File: src/rtl/hst_pkg.sv
// ----------------------------------------------------------------------------
// hst_pkg: shared definitions for the handle slot table
// Table geometry, port widths, request codes and the structs that travel
// between the controller and the occupancy cells.
// ----------------------------------------------------------------------------
package hst_pkg;

	localparam int TABLE_DEPTH = 256;
	localparam int VALUE_WIDTH = 32;

	// occupancy bits held by one cell of the scan chain
	localparam int SEG_W   = (TABLE_DEPTH < 32) ? TABLE_DEPTH : 32;
	localparam int N_CELLS = (TABLE_DEPTH + SEG_W - 1) / SEG_W;
	localparam int OFF_W   = $clog2(SEG_W);

	localparam int IDX_W = $clog2(TABLE_DEPTH);
	localparam int GI_W  = IDX_W + 1;
	localparam int CNT_W = $clog2(TABLE_DEPTH + 1);

	// port widths
	localparam int RTYPE_W = 3;
	localparam int KEY_W   = 8;
	localparam int ENTRY_W = 32;
	localparam int RV_W    = 32;
	localparam int RI_W    = 9;
	localparam int OC_W    = 9;

	typedef enum logic [RTYPE_W-1:0] {
		REQ_LOOKUP     = 3'd0,
		REQ_WRITE      = 3'd1,
		REQ_ALLOC      = 3'd2,
		REQ_REMOVE     = 3'd3,
		REQ_NEXT_OCC   = 3'd4,
		REQ_NEXT_EMPTY = 3'd5
	} req_t;

	// scan token passed from cell to cell
	typedef struct packed {
		logic            active;
		logic            found;
		logic            want;
		logic [GI_W-1:0] start;
		logic [GI_W-1:0] idx;
	} scan_tok_t;

	// occupancy update broadcast to all cells
	typedef struct packed {
		logic            en;
		logic [GI_W-1:0] addr;
		logic            occ;
	} map_wr_t;

endpackage

File: src/rtl/hst_cell.sv
// ----------------------------------------------------------------------------
// hst_cell: one segment of the occupancy map
// Holds SEG_W occupancy bits, applies broadcast updates and, when the scan
// token passes, marks the first matching slot at or after the start index.
// ----------------------------------------------------------------------------
module hst_cell (
	input  logic                      clk,
	input  logic                      arst_n,
	input  logic [hst_pkg::GI_W-1:0]  base,
	input  hst_pkg::map_wr_t          map_wr,
	input  hst_pkg::scan_tok_t        tok_in,
	output hst_pkg::scan_tok_t        tok_out,
	output logic [hst_pkg::SEG_W-1:0] occ
);
	import hst_pkg::*;

	logic [SEG_W-1:0] occ_q;
	scan_tok_t        tok_q;
	scan_tok_t        tok_next;
	logic [GI_W-1:0]  rel;
	logic             wr_hit;
	logic [OFF_W-1:0] wr_off;
	logic [SEG_W-1:0] hit;
	logic             any_hit;
	logic [OFF_W-1:0] hit_off;

	assign rel    = map_wr.addr - base;
	assign wr_hit = map_wr.en && (map_wr.addr >= base) && (rel < GI_W'(SEG_W));
	assign wr_off = rel[OFF_W-1:0];

	always_comb begin
		for (int j = 0; j < SEG_W; j++) begin
			hit[j] = (occ_q[j] == tok_in.want)
				&& ((base + GI_W'(j)) >= tok_in.start)
				&& ((base + GI_W'(j)) < GI_W'(TABLE_DEPTH));
		end
		any_hit = |hit;
		hit_off = '0;
		for (int j = SEG_W - 1; j >= 0; j--) begin
			if (hit[j]) begin
				hit_off = OFF_W'(j);
			end
		end
		tok_next = tok_in;
		// first cell with a match claims the token; later cells pass it on
		if (tok_in.active && !tok_in.found && any_hit) begin
			tok_next.found = 1'b1;
			tok_next.idx   = base + GI_W'(hit_off);
		end
	end

	always_ff @(posedge clk or negedge arst_n) begin
		if (!arst_n) begin
			occ_q <= '0;
			tok_q <= '0;
		end else begin
			if (wr_hit) begin
				occ_q[wr_off] <= map_wr.occ;
			end
			tok_q <= tok_next;
		end
	end

	assign tok_out = tok_q;
	assign occ     = occ_q;

endmodule

File: config.mk
export PLATFORM = sky130hd
export DESIGN_NAME = hst_cell
export DESIGN_NICKNAME = d
export VERILOG_FILES = /design/src/rtl/hst_pkg.sv /design/src/rtl/hst_cell.sv
export SDC_FILE = /design/constraint.sdc
export NUM_CORES = 1
export LEC_CHECK = 0
export BUFFER_PORTS_ARGS = -buffer_cell sky130_fd_sc_hd__buf_2
export CAP_MARGIN = 10
export CORE_UTILIZATION = 55
export CTS_CLUSTER_SIZE = 12
export DETAILED_ROUTE_END_ITERATION = 10
export PLACE_DENSITY = 0.74
export SYNTH_ARGS = -nofsm -noshare
export SYNTH_HDL_FRONTEND = slang
export SYNTH_SLANG_ARGS = --single-unit
File: constraint.sdc
create_clock -name clk -period 5.6 [get_ports clk]
set_input_delay 0.84 -clock clk [delete_from_list [all_inputs] [get_ports clk]]
set_output_delay 0.84 -clock clk [all_outputs]
set_load 0.005 [all_outputs]
# [After elaboration in Yosys (flattened, before gate mapping)]
# Cells that the tools add are included.
[totals] register_bits=53 out_inout_bits=53 elab_cells=247
[op_classes] add_sub_neg=33 order_cmp=68 n_eq_ne=32 mux=37 reduce_logical=71
[ops] cell="$ge A9 B9 Y1" count=33
[ops] cell="$lt A9 B9 Y1 const B" count=32
[ops] cell="$mux W5" count=32
[ops] cell="$add A9 B5 Y9 const B" count=16
[ops] cell="$add A9 B4 Y9 const B" count=8
[ops] cell="$logic_and A1 B1 Y1" count=69
[ops] cell="$add A9 B3 Y9 const B" count=4
[ops] cell="$bwmux W32" count=1
[ops] cell="$eq A1 B1 Y1" count=32
[ops] cell="$reduce_or A32 Y1" count=1
[ops] cell="$add A9 B2 Y9 const B" count=2
[ops] cell="$add A9 B1 Y9 const B" count=1
[ops] cell="$add A9 B5 Y9" count=1
[ops] cell="$lt A9 B6 Y1 const B" count=1
[ops] cell="$mux W9" count=1
[ops] cell="$sub A9 B9 Y9" count=1
[ops] cell="$lt A5 B6 Y1 const B" count=1
[ops] cell="$demux W1 S5" count=1
[ops] cell="$ge A5 B1 Y1 const B" count=1
[ops] cell="$mux W1" count=2
[ops] cell="$logic_not A1 Y1" count=1

# [Depth between registers and ports, before layout]
[logic_depth] depth_word=38 mapped_depth=30 ltp_nobuf=28

# [Worst setup path before layout]
# No wires, ideal clock.
[synth_path] kind="input to register" startpoint="in base[3] in the netlist's numbering" endpoint="reg tok_q (netlist bit tok_out[8])" setup_time_ns=0.125 arrival_time_ns=5.519 t_required_ns=5.475 slack_ns=-0.044 cell_stages=25 path_cell_list="buf_2 -> clkinv_1 -> ha_1 -> buf_2 -> nand2b_1 -> a21oi_1 -> xnor2_1 -> ha_1 -> and4_1 -> a221oi_1 -> a211oi_1 -> a211oi_1 -> o211ai_1 -> nand4bb_1 -> a21oi_1 -> or4_1 -> fa_1 -> nor2b_1 -> o21ai_0 -> nand2b_1 -> a21o_1 -> nand2_1 -> nor2_1 -> xnor2_1 -> mux2_4"
[synth_rtl] item="start, declared" line="hst_cell.sv:9" rtl="input logic [hst_pkg::GI_W-1:0] base,"
[synth_rtl] item="end signal, assigned" line="hst_cell.sv:60" rtl="tok_q <= tok_next;"
[synth_rtl] item="end, declared" line="hst_cell.sv:18" rtl="scan_tok_t tok_q;"

==> impl_metrics.json <==
{
  "run_status": "completed",
  "dr.first_iter.drc_count": 920,
  "setup_tns_ns": 0,
  "drive_above_1_share_pct": 27.7,
  "rsz0062_at_grt": "no",
  "postRouteWirelength_mm": 38.0,
  "hold_path.startpoint": "occ[15]",
  "post_synth_main_area_contributors": "sky130_fd_sc_hd__ha_1 (26%), sky130_fd_sc_hd__xnor2_1 (14%), sky130_fd_sc_hd__dfrtp_1 (13%)",
  "synth_cells": 1259,
  "maxSlewViolCount": 0,
  "drt-pass1-iter-count": 5,
  "pin_count_of_the_biggest_net_entering_global_routing": 54,
  "synth_async_sr_flop_share_pct": 100,
  "routabilityCongestion": 1.02,
  "cap_viol_max_count": 0,
  "cts_inserted_buffers": 5,
  "detail_route.wl_per_cell_um": 21.6,
  "rr_worst_depth": 17,
  "post_drt_via_cell_ratio": 6.19,
  "timing_worst_slew_pin_value_ns": 0.761,
  "synthMostInstantiatedCell": "sky130_fd_sc_hd__ha_1",
  "finalHoldViolations": 0,
  "fin_hold_ws_ns": 0.553,
  "max-clock-path-buffers": 2,
  "clock_network_latency_to_the_later_pin_of_the_worst_skew_pair_ns": 0.30,
  "final_core_util_pct": 70.1,
  "worstPathArrival_ns": 5.58,
  "fin_clk_skew_ns": 0.0113,
  "gr-total-overflow": 0,
  "max_freq_ghz": 0.186,
  "grt_first_pass_wirelength_mm": 56.9,
  "totalPowerFinal_uw": 2150,
  "hold_class": "reg2reg",
  "timing.critical_path.fanout_max": 13,
  "port-buffer-count": 95,
  "design.core.area_sq_um": 18700,
  "yosysSeqAreaShare_pct": 12.6,
  "maxSlewHeadroom_pct": 49.1,
  "final_hpwl_from_detailed_placement_mm": 30.5,
  "design.die.area_sq_um": 19700,
  "yosys_warnings": 0,
  "critical_path.reg2reg.startpoint": "occ[19]",
  "synth_largest_area_cell": "sky130_fd_sc_hd__ha_1",
  "static-leakage-power_uw": 0.00638,
  "antenna_cells_inserted": 0,
  "hold_depth": 1,
  "post_syn_area_per_cell_sq_um": 8.36,
  "netlist.area_leader.share_pct": 26.4,
  "clk_pin_slew_ns": 0.09,
  "die_width_um": 140,
  "cp.required_ns": 5.80,
  "synth-edff-count": 0,
  "antenna_violations_before_repair": 0,
  "final_nets": 1787,
  "antenna_violating_nets_post_route": 0,
  "powerDensity_nw_per_um2": 164,
  "numClockSinks": 53,
  "worstSetupStartpointType": "input pin",
  "cts.htree.levels": 2,
  "via_count": 10900,
  "worst_slack_ns": 0.216,
  "dpl_worst_slack_ns": -0.348,
  "ir_drop_mv": 0.162,
  "cts_tree": "yes",
  "area_added_between_synthesis_and_finish_pct": 24.6,
  "timing.final.setup_violations": 0,
  "post_synthesis_sequential_element_count": 53,
  "core.rowCount": 50,
  "number_of_global_route_vias_before_repair": 10300,
  "synthesis.area_sq_um": 10500,
  "mapped_nets": 1526,
  "worstSetupPathType": "in2reg",
  "initial_utilization_pct": 56.3,
  "design.portCount": 96,
  "hold_path_end": "occ[15]",
  "synth.top_cells.by_count": "sky130_fd_sc_hd__ha_1 (222), sky130_fd_sc_hd__xnor2_1 (166), sky130_fd_sc_hd__a21oi_1 (78), sky130_fd_sc_hd__inv_1 (77), sky130_fd_sc_hd__nor2_1 (77)",
  "grt_util_all_layers_pct": 38.1,
  "reg2reg_to": "tok_out[8]",
  "most_frequently_used_flop_master_after_synthesis": "sky130_fd_sc_hd__dfrtp_1",
  "share_of_the_clock_period_used_by_the_worst_path_pct": 96.1,
  "cts.root.buffer_cell": "sky130_fd_sc_hd__clkbuf_16",
  "r2r_setup_slk_ns": 1.61,
  "route.detailed.drc": 0,
  "die_height_um": 140,
  "worst_setup_path_end_kind": "flip-flop",
  "period_needed_ns": 5.38,
  "netlist-cell-type-count": 89
}
-- power by group --
group / switching, uW / internal [uW]
Sequential: 11.1 / 407
Clock: 170 / 172
Combinational: 755 / 638
-- how the worst max path moves through the flow --
stage	from	endpoint	slack (ns)
2_1_floorplan	base[4]	tok_out[8]	0.08
3_3_place_gp	base[2]	tok_out[8]	-0.34
3_5_place_dp	base[2]	tok_out[8]	-0.35
4_1_cts	base[2]	tok_out[8]	0.04
5_1_grt	base[4]	tok_out[8]	0.01
6_report	base[3]	tok_out[7]	0.22
-- routing by layer --
metal | up-vias | GRT usage, % | routed length [um]
met1 | 5148 | 48.6 | 15400
met3 | 117 | 7.42 | 3760
met4 | 0 | 16.7 | 1590
met5 | - | 0 | 0
li1 | 5062 | - | -
met2 | 528 | 62.3 | 17200
-- through the flow --
| stage | cell area (sq um) | cells |
|---|---|---|
| after floorplan | 10500 | 1259 |
| after global placement | 12700 | 1743 |
| after detailed placement | 12700 | 1743 |
| after CTS | 12900 | 1753 |
| after global routing | 13100 | 1755 |
| final | 13100 | 1755 |
-- flip-flops by register name, summed over array words and instances (netlist names) --
name and count:
occ 32, tok_out 21
-- cell usage in the layout (no fill, tap or decap), types with 30 or more instances in the layout --
master                    synthesis  layout
sky130_fd_sc_hd__a21oi_1         78      69
sky130_fd_sc_hd__buf_2           15      94
sky130_fd_sc_hd__nand2_1         74      73
sky130_fd_sc_hd__xnor2_1        166     165
sky130_fd_sc_hd__nand3_1         51      50
sky130_fd_sc_hd__buf_4            8     198
sky130_fd_sc_hd__nor2_1          77      77
sky130_fd_sc_hd__ha_1           222     210
sky130_fd_sc_hd__dfrtp_1         53      53
sky130_fd_sc_hd__o21ai_0         55      51
sky130_fd_sc_hd__inv_1           77      76
sky130_fd_sc_hd__mux2_2          30      30
-- cell families (layout without fill, tap and decap cells) --
kind of cell | Yosys count | after routing | share of synthesized area, %
AND/OR/NAND/NOR | 314 | 314 | 15.1
multiplexers | 43 | 43 | 4.85
buffers and inverters | 131 | 393 | 5.28
XOR/XNOR | 188 | 188 | 15.6
adder cells (fa/ha/maj) | 224 | 224 | 26.8
flip-flops | 53 | 53 | 12.6
AO/OA/AOI/OAI | 306 | 306 | 19.8
-- worst max-delay path, cell delays in order --
cell                        delay [ns]
sky130_fd_sc_hd__buf_2            0.12
sky130_fd_sc_hd__buf_4            0.19
sky130_fd_sc_hd__buf_12           0.17
sky130_fd_sc_hd__ha_2             0.24
sky130_fd_sc_hd__buf_4            0.18
sky130_fd_sc_hd__a21oi_1          0.22
sky130_fd_sc_hd__nor2_1           0.09
sky130_fd_sc_hd__xnor2_1          0.14
sky130_fd_sc_hd__ha_1             0.19
sky130_fd_sc_hd__or4_1            0.56
sky130_fd_sc_hd__a211o_1          0.35
sky130_fd_sc_hd__a41oi_4          0.25
sky130_fd_sc_hd__nand2_1          0.10
sky130_fd_sc_hd__nand4bb_1        0.19
sky130_fd_sc_hd__a21oi_1          0.17
sky130_fd_sc_hd__nor4_1           0.08
sky130_fd_sc_hd__ha_1             0.27
sky130_fd_sc_hd__a21o_1           0.18
sky130_fd_sc_hd__a21o_1           0.19
sky130_fd_sc_hd__a21o_1           0.18
sky130_fd_sc_hd__a21oi_1          0.20
sky130_fd_sc_hd__nor2_1           0.08
sky130_fd_sc_hd__xnor2_1          0.13
sky130_fd_sc_hd__mux2_4           0.26
-- timing repair --
action	4_1_cts	5_1_grt
pin swaps	0	16
resized for setup	2	63
setup endpoints to repair	1	5
buffers inserted	2	2
gates cloned	0	0
endpoints found under the hold margin	0	0
hold buffers	0	0
-- area by class of cell --
| class | instances | area, sq um |
|---|---|---|
| fill | 1508 | 5580 |
| sequential | 53 | 1330 |
| inverter | 82 | 314 |
| clock buffer | 5 | 125 |
| clock inverter | 3 | 28.8 |
| tap | 234 | 293 |
| timing repair buffer | 303 | 2160 |
| multi-input combinational | 1075 | 8870 |
(Power assumes the default switching activity.)
